**src/hdl/fpba_pkg.sv**
```systemverilog
// ----------------------------------------------------------------------------
// Fit-policy block allocator package
// Shared constants, codes and the sequencer state type.
// ----------------------------------------------------------------------------
package fpba_pkg;

   localparam int NUM_BLOCKS_DEF = 16;
   localparam int SIZE_BITS_DEF  = 16;

   // fixed port widths
   localparam int CMD_W     = 1;
   localparam int INDEX_W   = 4;
   localparam int AMOUNT_W  = 16;
   localparam int STATUS_W  = 2;
   localparam int LEFT_W    = 16;
   localparam int POLICY_W  = 2;
   localparam int COUNT_W   = 5;
   localparam int CSR_IDX_W = 2;
   localparam int CSR_DAT_W = 5;

   localparam logic [CMD_W-1:0] CMD_LOAD  = 1'b0;
   localparam logic [CMD_W-1:0] CMD_ALLOC = 1'b1;

   localparam logic [STATUS_W-1:0] STATUS_LOADED    = 2'd0;
   localparam logic [STATUS_W-1:0] STATUS_ALLOCATED = 2'd1;
   localparam logic [STATUS_W-1:0] STATUS_NO_FIT    = 2'd2;

   localparam logic [POLICY_W-1:0] POLICY_FIRST = 2'd0;
   localparam logic [POLICY_W-1:0] POLICY_BEST  = 2'd1;
   localparam logic [POLICY_W-1:0] POLICY_WORST = 2'd2;

   localparam logic [CSR_IDX_W-1:0] CSR_FIT_POLICY  = 2'd0;
   localparam logic [CSR_IDX_W-1:0] CSR_BLOCK_COUNT = 2'd1;

   localparam logic [POLICY_W-1:0] POLICY_RESET = POLICY_FIRST;
   localparam logic [COUNT_W-1:0]  COUNT_RESET  = 5'd16;

   typedef enum logic [1:0] {
      ST_IDLE,
      ST_SCAN,
      ST_WRITE,
      ST_DONE
   } fpba_state_type;

endpackage

```
**src/hdl/fit_policy_block_allocator_core.sv**
```systemverilog
// ----------------------------------------------------------------------------
// Fit-policy block allocator core
// Holds free space per block and serves load and allocate words with
// first, best or worst fit, scanning the table through one comparator.
// ----------------------------------------------------------------------------
// Load word: accepted in idle, then the done state, then back to idle.
// Allocate word: the scan walks up to min(block_count, NUM_BLOCKS) blocks
// through the single RAM read port, one block a cycle; first fit
// ends the scan at the first fitting block.
// Result passes from write-back via the done state; it is held while stalled.
// Reset clears the valid flags at once, so every block reads as zero space.
module fit_policy_block_allocator_core
   import fpba_pkg::*;
#(
   parameter int NUM_BLOCKS = NUM_BLOCKS_DEF,
   parameter int SIZE_BITS  = SIZE_BITS_DEF
) (
   input  logic                 clock,
   input  logic                 reset,
   // request channel
   input  logic                 req_valid,
   output logic                 req_stall,
   input  logic [CMD_W-1:0]     req_cmd,
   input  logic [INDEX_W-1:0]   req_block_index,
   input  logic [AMOUNT_W-1:0]  req_amount,
   // response channel
   output logic                 rsp_valid,
   input  logic                 rsp_stall,
   output logic [STATUS_W-1:0]  rsp_status,
   output logic [INDEX_W-1:0]   rsp_chosen_block,
   output logic [LEFT_W-1:0]    rsp_space_left,
   // configuration
   input  logic                 csr_valid,
   output logic                 csr_ready,
   input  logic [CSR_IDX_W-1:0] csr_index,
   input  logic [CSR_DAT_W-1:0] csr_data
);

   localparam int IDX_W  = $clog2(NUM_BLOCKS);
   localparam int CLOG_N = $clog2(NUM_BLOCKS + 1);
   localparam int LIM_W  = (CLOG_N > COUNT_W) ? CLOG_N : COUNT_W;

   fpba_state_type state_ff, state_in;

   logic [POLICY_W-1:0]   policy_ff, policy_in;
   logic [COUNT_W-1:0]    count_ff, count_in;
   logic [NUM_BLOCKS-1:0] valid_ff, valid_in;

   logic [SIZE_BITS-1:0]  amt_ff, amt_in;
   logic [LIM_W-1:0]      limit_ff, limit_in;
   logic [LIM_W-1:0]      issue_ff, issue_in;
   logic                  rd_vld_ff, rd_vld_in;
   logic [IDX_W-1:0]      rd_idx_ff, rd_idx_in;
   logic                  rd_ok_ff, rd_ok_in;
   logic                  found_ff, found_in;
   logic [IDX_W-1:0]      pick_ff, pick_in;
   logic [SIZE_BITS-1:0]  best_ff, best_in;

   logic [STATUS_W-1:0]   res_status_ff, res_status_in;
   logic [INDEX_W-1:0]    res_blk_ff, res_blk_in;
   logic [LEFT_W-1:0]     res_left_ff, res_left_in;

   logic                  rsp_valid_ff, rsp_valid_in;
   logic [STATUS_W-1:0]   rsp_status_ff, rsp_status_in;
   logic [INDEX_W-1:0]    rsp_blk_ff, rsp_blk_in;
   logic [LEFT_W-1:0]     rsp_left_ff, rsp_left_in;

   logic                  req_take;
   logic                  csr_take;
   logic                  load_ok;
   logic [SIZE_BITS-1:0]  req_size;
   logic [LIM_W-1:0]      req_limit;
   logic                  is_first;
   logic                  issuing;
   logic                  fits;
   logic                  stop;
   logic                  out_free;
   logic [SIZE_BITS-1:0]  rd_data;
   logic [SIZE_BITS-1:0]  cur_space;
   logic [SIZE_BITS-1:0]  diff;

   logic                  wr_en;
   logic [IDX_W-1:0]      wr_addr;
   logic [SIZE_BITS-1:0]  wr_data;
   logic [IDX_W-1:0]      rd_addr;

   fpba_ram #(
      .WIDTH (SIZE_BITS),
      .DEPTH (NUM_BLOCKS)
   ) u_space_ram (
      .clock   (clock),
      .wr_en   (wr_en),
      .wr_addr (wr_addr),
      .wr_data (wr_data),
      .rd_addr (rd_addr),
      .rd_data (rd_data)
   );

   assign req_stall = (state_ff != ST_IDLE);
   assign req_take  = req_valid && !req_stall;
   assign csr_ready = 1'b1;
   assign csr_take  = csr_valid && csr_ready;
   assign out_free  = !rsp_valid_ff || !rsp_stall;

   assign load_ok   = (32'(req_block_index) < 32'(NUM_BLOCKS));
   assign req_size  = SIZE_BITS'(req_amount);
   assign req_limit = (LIM_W'(count_ff) > LIM_W'(NUM_BLOCKS)) ? LIM_W'(NUM_BLOCKS)
                                                               : LIM_W'(count_ff);
   assign is_first  = !(policy_ff == POLICY_BEST || policy_ff == POLICY_WORST);
   assign issuing   = (issue_ff != limit_ff);
   assign rd_addr   = issue_ff[IDX_W-1:0];
   assign cur_space = rd_ok_ff ? rd_data : '0;
   assign fits      = (cur_space >= amt_ff);
   assign diff      = best_ff - amt_ff;

   // configuration registers
   always_comb begin
      policy_in = policy_ff;
      count_in  = count_ff;
      if (csr_take) begin
         unique case (csr_index)
            CSR_FIT_POLICY: begin
               policy_in = csr_data[POLICY_W-1:0];
            end
            CSR_BLOCK_COUNT: begin
               count_in = csr_data[COUNT_W-1:0];
            end
            default: begin
            end
         endcase
      end
   end

   // sequencer
   always_comb begin
      state_in      = state_ff;
      amt_in        = amt_ff;
      limit_in      = limit_ff;
      issue_in      = issue_ff;
      rd_vld_in     = 1'b0;
      rd_idx_in     = rd_addr;
      rd_ok_in      = valid_ff[rd_addr];
      found_in      = found_ff;
      pick_in       = pick_ff;
      best_in       = best_ff;
      res_status_in = res_status_ff;
      res_blk_in    = res_blk_ff;
      res_left_in   = res_left_ff;
      rsp_valid_in  = rsp_valid_ff && rsp_stall;
      rsp_status_in = rsp_status_ff;
      rsp_blk_in    = rsp_blk_ff;
      rsp_left_in   = rsp_left_ff;
      wr_en         = 1'b0;
      wr_addr       = pick_ff;
      wr_data       = diff;
      valid_in      = valid_ff;
      stop          = 1'b0;

      unique case (state_ff)
         ST_IDLE: begin
            if (req_take) begin
               if (req_cmd == CMD_LOAD) begin
                  wr_en         = load_ok;
                  wr_addr       = IDX_W'(req_block_index);
                  wr_data       = req_size;
                  res_status_in = STATUS_LOADED;
                  res_blk_in    = req_block_index;
                  res_left_in   = load_ok ? LEFT_W'(req_size) : '0;
                  state_in      = ST_DONE;
               end else begin
                  amt_in   = req_size;
                  limit_in = req_limit;
                  issue_in = '0;
                  found_in = 1'b0;
                  // nothing to scan: report no fit straight away
                  if (req_limit == '0) begin
                     res_status_in = STATUS_NO_FIT;
                     res_blk_in    = '0;
                     res_left_in   = '0;
                     state_in      = ST_DONE;
                  end else begin
                     state_in = ST_SCAN;
                  end
               end
            end
         end
         ST_SCAN: begin
            if (rd_vld_ff && fits) begin
               if (!found_ff) begin
                  found_in = 1'b1;
                  pick_in  = rd_idx_ff;
                  best_in  = cur_space;
                  stop     = is_first;
               end else if ((policy_ff == POLICY_BEST && cur_space < best_ff) ||
                            (policy_ff == POLICY_WORST && cur_space > best_ff)) begin
                  pick_in = rd_idx_ff;
                  best_in = cur_space;
               end
            end
            if (stop || !issuing) begin
               state_in = ST_WRITE;
            end else begin
               rd_vld_in = 1'b1;
               issue_in  = issue_ff + LIM_W'(1);
            end
         end
         ST_WRITE: begin
            if (found_ff) begin
               wr_en         = 1'b1;
               res_status_in = STATUS_ALLOCATED;
               res_blk_in    = INDEX_W'(pick_ff);
               res_left_in   = LEFT_W'(diff);
            end else begin
               res_status_in = STATUS_NO_FIT;
               res_blk_in    = '0;
               res_left_in   = '0;
            end
            state_in = ST_DONE;
         end
         ST_DONE: begin
            // hold until the output register is free
            if (out_free) begin
               rsp_valid_in  = 1'b1;
               rsp_status_in = res_status_ff;
               rsp_blk_in    = res_blk_ff;
               rsp_left_in   = res_left_ff;
               state_in      = ST_IDLE;
            end
         end
         default: begin
            state_in = ST_IDLE;
         end
      endcase

      if (wr_en) begin
         valid_in[wr_addr] = 1'b1;
      end
   end

   always_ff @(posedge clock) begin
      if (reset) begin
         state_ff     <= ST_IDLE;
         policy_ff    <= POLICY_RESET;
         count_ff     <= COUNT_RESET;
         valid_ff     <= '0;
         rd_vld_ff    <= 1'b0;
         rsp_valid_ff <= 1'b0;
      end else begin
         state_ff     <= state_in;
         policy_ff    <= policy_in;
         count_ff     <= count_in;
         valid_ff     <= valid_in;
         rd_vld_ff    <= rd_vld_in;
         rsp_valid_ff <= rsp_valid_in;
      end
   end

   always_ff @(posedge clock) begin
      amt_ff        <= amt_in;
      limit_ff      <= limit_in;
      issue_ff      <= issue_in;
      rd_idx_ff     <= rd_idx_in;
      rd_ok_ff      <= rd_ok_in;
      found_ff      <= found_in;
      pick_ff       <= pick_in;
      best_ff       <= best_in;
      res_status_ff <= res_status_in;
      res_blk_ff    <= res_blk_in;
      res_left_ff   <= res_left_in;
      rsp_status_ff <= rsp_status_in;
      rsp_blk_ff    <= rsp_blk_in;
      rsp_left_ff   <= rsp_left_in;
   end

   assign rsp_valid        = rsp_valid_ff;
   assign rsp_status       = rsp_status_ff;
   assign rsp_chosen_block = rsp_blk_ff;
   assign rsp_space_left   = rsp_left_ff;

   a_rsp_from_done: assert property (@(posedge clock) disable iff (reset)
      $rose(rsp_valid_ff) |-> $past(state_ff == ST_DONE))
      else $error("response raised outside the done state");

   a_scan_bound: assert property (@(posedge clock) disable iff (reset)
      (state_ff == ST_SCAN) |-> (issue_ff <= limit_ff))
      else $error("scan counter ran past the block limit");

   a_pick_fits: assert property (@(posedge clock) disable iff (reset)
      (state_ff == ST_WRITE && found_ff) |-> (best_ff >= amt_ff))
      else $error("chosen block smaller than the request");

   a_write_window: assert property (@(posedge clock) disable iff (reset)
      wr_en |-> (state_ff == ST_IDLE || state_ff == ST_WRITE))
      else $error("table written during a scan");

endmodule

```
**src/hdl/fpba_ram.sv**
```systemverilog
// ----------------------------------------------------------------------------
// Generic RAM
// One write port and one read port, read data registered.
// ----------------------------------------------------------------------------
module fpba_ram #(
   parameter int WIDTH = 16,
   parameter int DEPTH = 16
) (
   input  logic                     clock,
   input  logic                     wr_en,
   input  logic [$clog2(DEPTH)-1:0] wr_addr,
   input  logic [WIDTH-1:0]         wr_data,
   input  logic [$clog2(DEPTH)-1:0] rd_addr,
   output logic [WIDTH-1:0]         rd_data
);

   logic [WIDTH-1:0] mem_ff [DEPTH];
   logic [WIDTH-1:0] rd_data_ff;

   always_ff @(posedge clock) begin
      if (wr_en) begin
         mem_ff[wr_addr] <= wr_data;
      end
      rd_data_ff <= mem_ff[rd_addr];
   end

   assign rd_data = rd_data_ff;

endmodule
```
**config.mk**
```make
export PLATFORM = sky130hd
export DESIGN_NAME = fit_policy_block_allocator_core
export DESIGN_NICKNAME = d
export VERILOG_FILES = /design/src/hdl/fpba_pkg.sv /design/src/hdl/fit_policy_block_allocator_core.sv /design/src/hdl/fpba_ram.sv
export SDC_FILE = /design/constraint.sdc
export NUM_CORES = 1
export LEC_CHECK = 0
export ABC_AREA = 1
export BUFFER_PORTS_ARGS = -buffer_cell sky130_fd_sc_hd__buf_2
export CAP_MARGIN = 20
export CORE_ASPECT_RATIO = 0.9
export CORE_UTILIZATION = 45
export CTS_CLUSTER_SIZE = 25
export DETAILED_ROUTE_END_ITERATION = 8
export PLACE_DENSITY = 0.71
export REMOVE_ABC_BUFFERS = 1
export SETUP_SLACK_MARGIN = 0.3
export SLEW_MARGIN = 20
export SYNTH_ARGS = -nofsm -noshare
export SYNTH_HDL_FRONTEND = slang
export SYNTH_HIERARCHICAL = 1
export SYNTH_SLANG_ARGS = --single-unit
```
**constraint.sdc**
```tcl
create_clock -name clock -period 4.42 [get_ports clock]
set_clock_uncertainty 0.15 [all_clocks]
set_input_delay 0.884 -clock clock [delete_from_list [all_inputs] [get_ports clock]]
set_output_delay 0.884 -clock clock [all_outputs]
set_load 0.01 [all_outputs]
```
==> impl_metrics.tcl <==
set metrics [dict create \
    status "finished, final reports clean" \
    worstSetupEndpointType "register" \
    cts_tree "yes" \
    grtUsageTotal 0.210 \
    overflow 0 \
    synth_top_cell_by_area "edfxtp_1" \
    ioPinCount 58 \
    start_util 0.460 \
    critPathRequiredTime_ps 4490 \
    finalHoldViolations 0 \
    rsz0062_at_grt "false" \
    initialDrtViolationCount 1163 \
    sw_frac_of_total 0.357 \
    drt_pass1_iterations 5 \
    clockBufferDepth 3 \
    ys_seq_area_frac 0.640 \
    clk_latency_ps 550 \
    dpl.hpwl_um 27800 \
    htreeDepth 2 \
    final_area_um2 20000 \
    slowest_stage "ha_1" \
    die_w_um 212 \
    cts_resized 0 \
    portBuffers 56 \
    p_int_uw 7760 \
    cts_buffers 39 \
    max_cap_violations 0 \
    drive_above_1_share 0.103 \
    setup_viol 0 \
    core-area_um2 38600 \
    synth_top_area_share 0.586 \
    syn_to_final_growth_pct 12.3 \
    p_leak_uw 0.00860 \
    path_clk_slew_ps 60 \
    irDropWorstVdd_v 0.000386 \
    power_frac_comb 0.317 \
    synth_cells 1738 \
    route.vias.total 12100 \
    crit_path_max_incr_delay_ps 540 \
    diodes 0 \
    hold_class "reg2reg" \
    ys_warn_count 6 \
    power_density_nw_per_um2 604 \
    power_frac_seq 0.407 \
    drc 0 \
    dieArea_um2 40300 \
    netlist_top_cells_area "edfxtp_1 59%, nand2_1 9.3%, inv_1 6.3%" \
    yosys_most_used_dff "edfxtp_1" \
    cts_root_buf "clkbuf_16" \
    cts_num_sinks 395 \
    cts_setup_buffers 0 \
    detail-route-antenna-nets 0 \
    wl_per_cell_um 17.7 \
    drt-total-wl_um 41700 \
    nets 1891 \
    via_per_inst 5.13 \
    cp-start-kind "register" \
    power_uw 12100 \
    pwr-share-clk 0.276 \
    arrival_ps 3490 \
    fmax_ghz 0.293 \
    yosysUniqueCellTypes 47 \
    placementRows 68 \
    switching_power_uw 4310 \
    cp_cell_sequence "inv_1 -> ha_1 -> nand2_1 -> inv_2 -> nor2_2 -> inv_1 -> nand3_1 -> nor2_1 -> buf_4" \
    synth.cell_area_um2 17800 \
    place.gp.congestion 0.915 \
    cp_max_fo 17 \
    maxSlewHeadroom 0.232 \
    first_global_vias 11700 \
    antenna_found_initial 0 \
    placed_area_um2 18700 \
    synth-seq-cells 395 \
    period_share 0.773 \
    die_h_um 191 \
    cts_hold_buf 0 \
    crit_path_frequent_cell "inv_1" \
    crit_type "reg2reg" \
    worst_slew_pin_slew_ps 1150 \
    layout_min_cycle_time_ps 3420 \
    slew_violations 0 \
    synth_edf_count 347 \
    grt_start_max_net_pins 83 \
    grt_pass1_wl_um 63800 \
    avgSynthCellArea_um2 10.2 \
    synthArstFlopShare 0 \
]
-- cell type report --
type / instances / area [um2]
clock buffer: 58 / 1220
clock inverter: 13 / 90.1
fill: 3367 / 18700
inverter: 304 / 1140
multi-input combinational: 973 / 4930
sequential: 395 / 11400
tap: 525 / 657
timing repair buffer: 92 / 551
-- power groups by stage --
stage                     combinational [uW]  clock [uW]  sequential, uW
after floorplan                         2130           0            5200
after global routing                    4190        3540            4950
after CTS                               3770        3390            4920
final                                   3820        3330            4910
after detailed placement                3760           0            4990
after global placement                  3670           0            4980
-- state kept, by name, summed over array words and instances, names as in the netlist, 5 cells and up --
signal               count
limit_ff                 5
best_ff                 16
count_ff                 5
u_space_ram/rd_data     16
u_space_ram/mem_ff     256
rsp_space_left          16
amt_ff                  16
valid_ff                16
res_left_ff             16
issue_ff                 5
-- synthesized netlist by cell type (2+ instances only) --
cell      count
nand3b_1      2
nand3_1     220
nor3_1        6
o21ai_0      36
o32ai_1       2
a21o_1        4
nor3_2        2
buf_1         2
ha_1         52
a21oi_1      59
nor2_1       72
a21boi_1      2
a21boi_0      2
nand2_1     442
o22ai_1      22
dfxtp_1      48
inv_2         7
buf_4        22
xnor2_1      11
nor2_2        4
xor2_1        7
buf_2        21
o21a_4        3
clkbuf_1     17
a31oi_1       6
edfxtp_1    347
buf_6         4
inv_1       297
-- cell families after synthesis --
family	count (synthesis)	share of synthesized area
simple gates	755	0.179
flops	395	0.640
buf+inv	370	0.0859
compound gates	146	0.0481
fa+ha+maj	53	0.0377
xor+xnor	18	0.00887
other cells	1	0.000211
-- placed cells by master (no fill, tap or decap), types with 2 or more instances in the layout --
cell / netlist / routed
a21boi_0: 2 / 2
a21boi_1: 2 / 2
a21o_1: 4 / 4
a21oi_1: 59 / 58
a31oi_1: 6 / 6
buf_2: 21 / 56
buf_4: 22 / 36
clkbuf_1: 17 / 6
clkbuf_16: 0 / 43
clkbuf_8: 0 / 9
clkinv_1: 0 / 2
clkinv_2: 0 / 10
dfxtp_1: 48 / 48
edfxtp_1: 347 / 347
ha_1: 52 / 52
inv_1: 297 / 296
inv_2: 7 / 7
nand2_1: 442 / 442
nand3_1: 220 / 220
nand3b_1: 2 / 2
nor2_1: 72 / 71
nor2_2: 4 / 5
nor3_1: 6 / 6
nor3_2: 2 / 2
o21a_4: 3 / 3
o21ai_0: 36 / 35
o22ai_1: 22 / 14
o22ai_2: 0 / 8
o32ai_1: 2 / 2
xnor2_1: 11 / 11
xor2_1: 7 / 7
-- stage by stage --
step	util	setup TNS, ps	worst slack, ps	hold slack [ps]	instances
4_1_cts	0.517	0	1060	249	2360
3_3_place_gp	0.483	0	1060	241	2289
2_1_floorplan	-	-5700	-364	236	1672
3_5_place_dp	0.483	0	940	239	2289
5_1_grt	0.517	0	760	254	2360
6_report	0.517	0	1000	243	2360
-- path summary, 6_finish.rpt --
kind | from | end | slack, ps | cells past startpoint
max | state_ff[0]$_SDFFE_PP0P_ | u_space_ram/mem_ff[15][10]$_DFFE_PP_ | 1000 | 9
min reg2reg | rd_idx_ff[0]$_DFF_P_ | pick_ff[0]$_DFFE_PP_ | 240 | 0
min | rd_idx_ff[0]$_DFF_P_ | pick_ff[0]$_DFFE_PP_ | 240 | 0
max reg2reg | state_ff[0]$_SDFFE_PP0P_ | u_space_ram/mem_ff[15][10]$_DFFE_PP_ | 1000 | 9
-- routing by layer --
layer	vias up	part of all wire	GRT usage
met5	-	0	0
met4	0	0.035	0.0847
met3	80	0.083	0.0372
met2	478	0.44	0.327
met1	5691	0.44	0.290
li1	5858	-	-
-- worst max-delay path: cells and delay by family, from the launching register on --
| family | cells | cell delay (ps) |
|---|---|---|
| buffers and inverters | 4 | 1020 |
| AND/OR/NAND/NOR | 4 | 1020 |
| adder cells (fa/ha/maj) | 1 | 540 |
| flip-flops | 1 | 340 |
(Power assumes the default switching activity.)
